File: src/design/bfp_pkg.sv
// shared types, widths and codes of the fat-box pair broadphase
`default_nettype none
package bfp_pkg;

    // store size and number format
    localparam int MAX_BODIES  = 64;
    localparam int FRAC_BITS   = 16;
    localparam int COORD_WIDTH = 32;

    localparam int IDX_W   = $clog2(MAX_BODIES);
    localparam int COUNT_W = $clog2(MAX_BODIES + 1);

    // fixed field widths
    localparam int IN_W    = 32;
    localparam int STEP_W  = 31;
    localparam int HOR_W   = 16;
    localparam int PAIR_W  = 6;
    localparam int STAT_W  = 2;
    localparam int CFG_W   = 31;
    localparam int CFG_A_W = 2;

    // sweep arithmetic widths
    localparam int PROD_W = IN_W + STEP_W;
    localparam int ONE_W  = PROD_W - FRAC_BITS;
    localparam int OFF_W  = ONE_W + HOR_W + 1;
    localparam int FUT_W  = OFF_W + 1;
    localparam int BOX_W  = FUT_W + 1;

    // cycles from item accept until the box registers hold the new box
    localparam int CALC_LAT = 5;
    localparam int CALC_W   = 3;

    // configuration register indexes
    localparam logic [CFG_A_W-1:0] CFG_HALF_EXTENT    = 2'd0;
    localparam logic [CFG_A_W-1:0] CFG_HORIZON_FRAMES = 2'd1;
    localparam logic [CFG_A_W-1:0] CFG_DELTA_RAW      = 2'd2;

    // result status codes
    localparam logic [STAT_W-1:0] ST_PAIR  = 2'd0;
    localparam logic [STAT_W-1:0] ST_RANGE = 2'd1;
    localparam logic [STAT_W-1:0] ST_FULL  = 2'd2;

    // input kinds
    localparam logic KIND_ADD   = 1'b0;
    localparam logic KIND_CLEAR = 1'b1;

    typedef struct packed {
        logic                   kind;
        logic signed [IN_W-1:0] position_x;
        logic signed [IN_W-1:0] position_y;
        logic signed [IN_W-1:0] velocity_x;
        logic signed [IN_W-1:0] velocity_y;
    } in_item_t;

    typedef struct packed {
        logic [STAT_W-1:0] status;
        logic [PAIR_W-1:0] pair_low;
        logic [PAIR_W-1:0] pair_high;
        logic              last;
    } out_item_t;

    typedef struct packed {
        logic signed [COORD_WIDTH-1:0] min_x;
        logic signed [COORD_WIDTH-1:0] max_x;
        logic signed [COORD_WIDTH-1:0] min_y;
        logic signed [COORD_WIDTH-1:0] max_y;
    } box_t;

    // broadcast control for the cell row
    typedef struct packed {
        logic load;
        logic shift;
    } cell_ctrl_t;

endpackage
`default_nettype wire

File: src/design/bfp_cell.sv
// one store slot: holds a box, tests it against the query, passes hit flags down
`default_nettype none
module bfp_cell (
    input  wire logic                clk,
    input  wire logic                rst_n,
    input  wire bfp_pkg::cell_ctrl_t ctrl,
    input  wire logic                active,
    input  wire logic                wr,
    input  wire bfp_pkg::box_t       query,
    input  wire logic                hit_in,
    output logic                     hit_out
);

    bfp_pkg::box_t box_reg;
    logic          hit_reg, hit_next;
    logic          overlap;

    // overlap of stored box with query box
    always_comb
    begin
        overlap = (box_reg.min_x <= query.max_x) && (query.min_x <= box_reg.max_x)
               && (box_reg.min_y <= query.max_y) && (query.min_y <= box_reg.max_y);
        hit_next = hit_reg;
        if (ctrl.load)
        begin
            hit_next = active && overlap;
        end
        else if (ctrl.shift)
        begin
            hit_next = hit_in;
        end
    end

    // box storage
    always_ff @(posedge clk)
    begin
        if (wr)
        begin
            box_reg <= query;
        end
    end

    // hit flag
    always_ff @(posedge clk or negedge rst_n)
    begin
        if (!rst_n)
        begin
            hit_reg <= 1'b0;
        end
        else
        begin
            hit_reg <= hit_next;
        end
    end

    assign hit_out = hit_reg;

endmodule
`default_nettype wire

File: config.mk
export PLATFORM = sky130hd
export DESIGN_NAME = bfp_cell
export DESIGN_NICKNAME = d
export VERILOG_FILES = /design/src/design/bfp_pkg.sv /design/src/design/bfp_cell.sv
export SDC_FILE = /design/constraint.sdc
export NUM_CORES = 1
export LEC_CHECK = 0
export BUFFER_PORTS_ARGS = -buffer_cell sky130_fd_sc_hd__buf_4
export CORE_ASPECT_RATIO = 1.5
export CORE_MARGIN = 2
export CORE_UTILIZATION = 45
export DETAILED_ROUTE_END_ITERATION = 6
export PLACE_DENSITY = 0.67
export SYNTH_ARGS = -nofsm -noshare
export SYNTH_HDL_FRONTEND = slang
export SYNTH_SLANG_ARGS = --single-unit
File: constraint.sdc
create_clock -name clk -period 2.5 [get_ports clk]
set_input_delay 0.75 -clock clk [delete_from_list [all_inputs] [get_ports clk]]
set_output_delay 0.75 -clock clk [all_outputs]
set_load 0.05 [all_outputs]
==> impl_metrics.tcl <==
set metrics [dict create \
    setup_viol 0 \
    cts.sinks 129 \
    start_kind "primary input" \
    ys_ff_latch 129 \
    start_util_pct 45.86 \
    leakage_nw 4.550 \
    critPathKind "in2reg" \
    cp_max_fo 2 \
    antenna_found_initial 0 \
    syn-num-nets 850 \
    max_freq_ghz 0.4280 \
    drv_slew 0 \
    timing.final.hold_violations 0 \
    fin_crit_sh_pct 93.46 \
    instances_no_fill 1007 \
    grt_max_degree 68 \
    hpwl_mm 12.53 \
    cts_tree "built" \
    critPathCaptureType "flop" \
    worst_pin_slew_ns 0.4171 \
    first_iter_violations 138 \
    dp.cells 975 \
    min_period_ns 2.336 \
    cts_max_path_buffers 2 \
    layout_commonest_cell "buf_4" \
    synthArstFlopShare_pct 0.7752 \
    synthToLayoutAreaGrowth_pct 31.60 \
    drv_cap 0 \
    die_y_microns 158.6 \
    grt.total_usage_pct 19.88 \
    ys.flop_type "edfxtp_1" \
    yosysSeqAreaShare_pct 53.99 \
    ios 136 \
    ctsHoldBuffers 0 \
    dr.pass1.iters 4 \
    layout.nets 1054 \
    power_density_mw_per_mm2 641.3 \
    cts_buffers 17 \
    arrival_ns 2.67 \
    worstSkewPairLatency_ns 0.43 \
    fin_total_pwr_mw 6.047 \
    reg2reg_depth 8 \
    portBuffers 135 \
    h-tree-depth 4 \
    grt_first_pass_wirelength_mm 25.63 \
    grt_use_met3_pct 4.748 \
    clkTransAtPathRegs_ns 0.06 \
    cts_resized 0 \
    grt_pass1_vias 5515 \
    rsz0062_at_grt "false" \
    ir_worst_vdd_v 0.0003840 \
    synth_warnings 0 \
    largest_register_ffs 128 \
    synth_edf_count 128 \
    busiest_layer "met2" \
    syn_area_sq_mm 0.007166 \
    finClkSkew_ns 0.01254 \
    wl_per_cell_microns 15.86 \
    routed_wl_mm 15.97 \
    die-area_sq_mm 0.01697 \
    core_sq_mm 0.01563 \
    gp_congestion 0.8134 \
    synth.avg_cell_area_sq_um 12.21 \
    antenna_violating_nets_post_route 0 \
    maxSlewHeadroom_pct 71.83 \
    ys_types 36 \
    syn_inst 587 \
    drc 0 \
    grt_use_met1_pct 21.69 \
    grt_overflow_total 0 \
    drt-vias-per-instance 5.126 \
    min_path_type "in2async" \
    hold_slack_ns 0.08273 \
    post_cts.repair.setup_buffers 0 \
    cts-root-buf "clkbuf_16" \
    worstPathRequired_ns 2.83 \
    dr_total_vias 5162 \
    fp.dieW_microns 107.0 \
    num_rows 56 \
    diodes 0 \
    status "complete, no violations" \
    final_cell_mix "183 x buf_4, 132 x inv_1, 128 x edfxtp_1" \
    n_fill_cell 1280 \
    use_met2_pct 36.38 \
    drive_above_1_share_pct 27.24 \
]
worst max-delay path: stages:
cell      delay [ns]
buf_4           0.08
inv_1           0.03
ha_1            0.31
a21oi_2         0.14
o21ai_1         0.07
a221o_1         0.35
a2111o_1        0.42
o221ai_2        0.16
nand4b_1        0.13
o41ai_2         0.21
cell usage after synthesis (3+ instances only):
library cell	instances	share of area, %
nor2_1	4	0.21
nand2_1	21	1.1
nand4_1	30	2.6
ha_1	128	22
a21o_1	20	2.1
o211ai_1	4	0.42
a21boi_0	3	0.31
o21ai_0	8	0.56
inv_1	132	6.9
a21oi_1	44	3.1
edfxtp_1	128	54
nor2b_1	5	0.44
nor3_1	5	0.35
nor4_1	6	0.52
nand3_1	17	1.2
a211oi_1	6	0.63
kinds of logic (layout without fill, tap and decap cells):
kind of cell / count (synthesis) / count (layout) / share of synthesized area [%]
flip-flops: 129 / 129 / 53.99
AND/OR/NAND/NOR: 93 / 93 / 6.985
AO/OA/AOI/OAI: 103 / 103 / 9.464
multiplexers: 2 / 2 / 0.2968
buffers and inverters: 132 / 349 / 6.915
adder cells (fa/ha/maj): 128 / 128 / 22.35
area by class of cell:
cell class              instances  area, sq um  area share, %
clock buffers                  20        436.7          4.630
clock inverters                12        141.4          1.499
inverters                     132        495.5          5.254
multi-input cells             326         2820          29.91
flip-flops and latches        129         3869          41.02
well taps                     203        254.0          2.693
repair buffers                185         1414          14.99
where the power goes:
group	switching, mW	internal [mW]
logic	0.468	0.487
clock network	0.920	1.55
registers	0.0505	2.57
metrics by stage:
stage	setup TNS [ns]	cell area [sq um]	setup slack (ns)	utilization, %
after floorplan	0	7178	0.003380	-
after detailed placement	-0.2871	8846	-0.2871	56.61
after global routing	0	9430	0.007510	60.35
after global placement	-0.2422	8846	-0.2422	56.61
final	0	9430	0.1635	60.35
after CTS	0	9424	0.1526	60.31
layer usage:
metal | vias to the layer above | share of wire, %
li1 | 2559 | -
met1 | 2431 | 39
met2 | 140 | 53
met3 | 32 | 5.1
met4 | 0 | 2.7
met5 | - | 0
path summary, 6_finish.rpt:
| path | start | end | slack, ns |
|---|---|---|---|
| min | rst_n | hit_out$_DFFE_PN0P_ | 0.08 |
| max in group asynchronous | rst_n | hit_out$_DFFE_PN0P_ | 2.34 |
| max reg2reg | box_reg[113]$_DFFE_PP_ | hit_out$_DFFE_PN0P_ | 0.21 |
| min in group clk | query[72] | box_reg[72]$_DFFE_PP_ | 0.50 |
| max | query[81] | hit_out$_DFFE_PN0P_ | 0.16 |
| min reg2reg | hit_out$_DFFE_PN0P_ | hit_out$_DFFE_PN0P_ | 0.70 |
No activity file was read; power rests on OpenSTA's default activity.
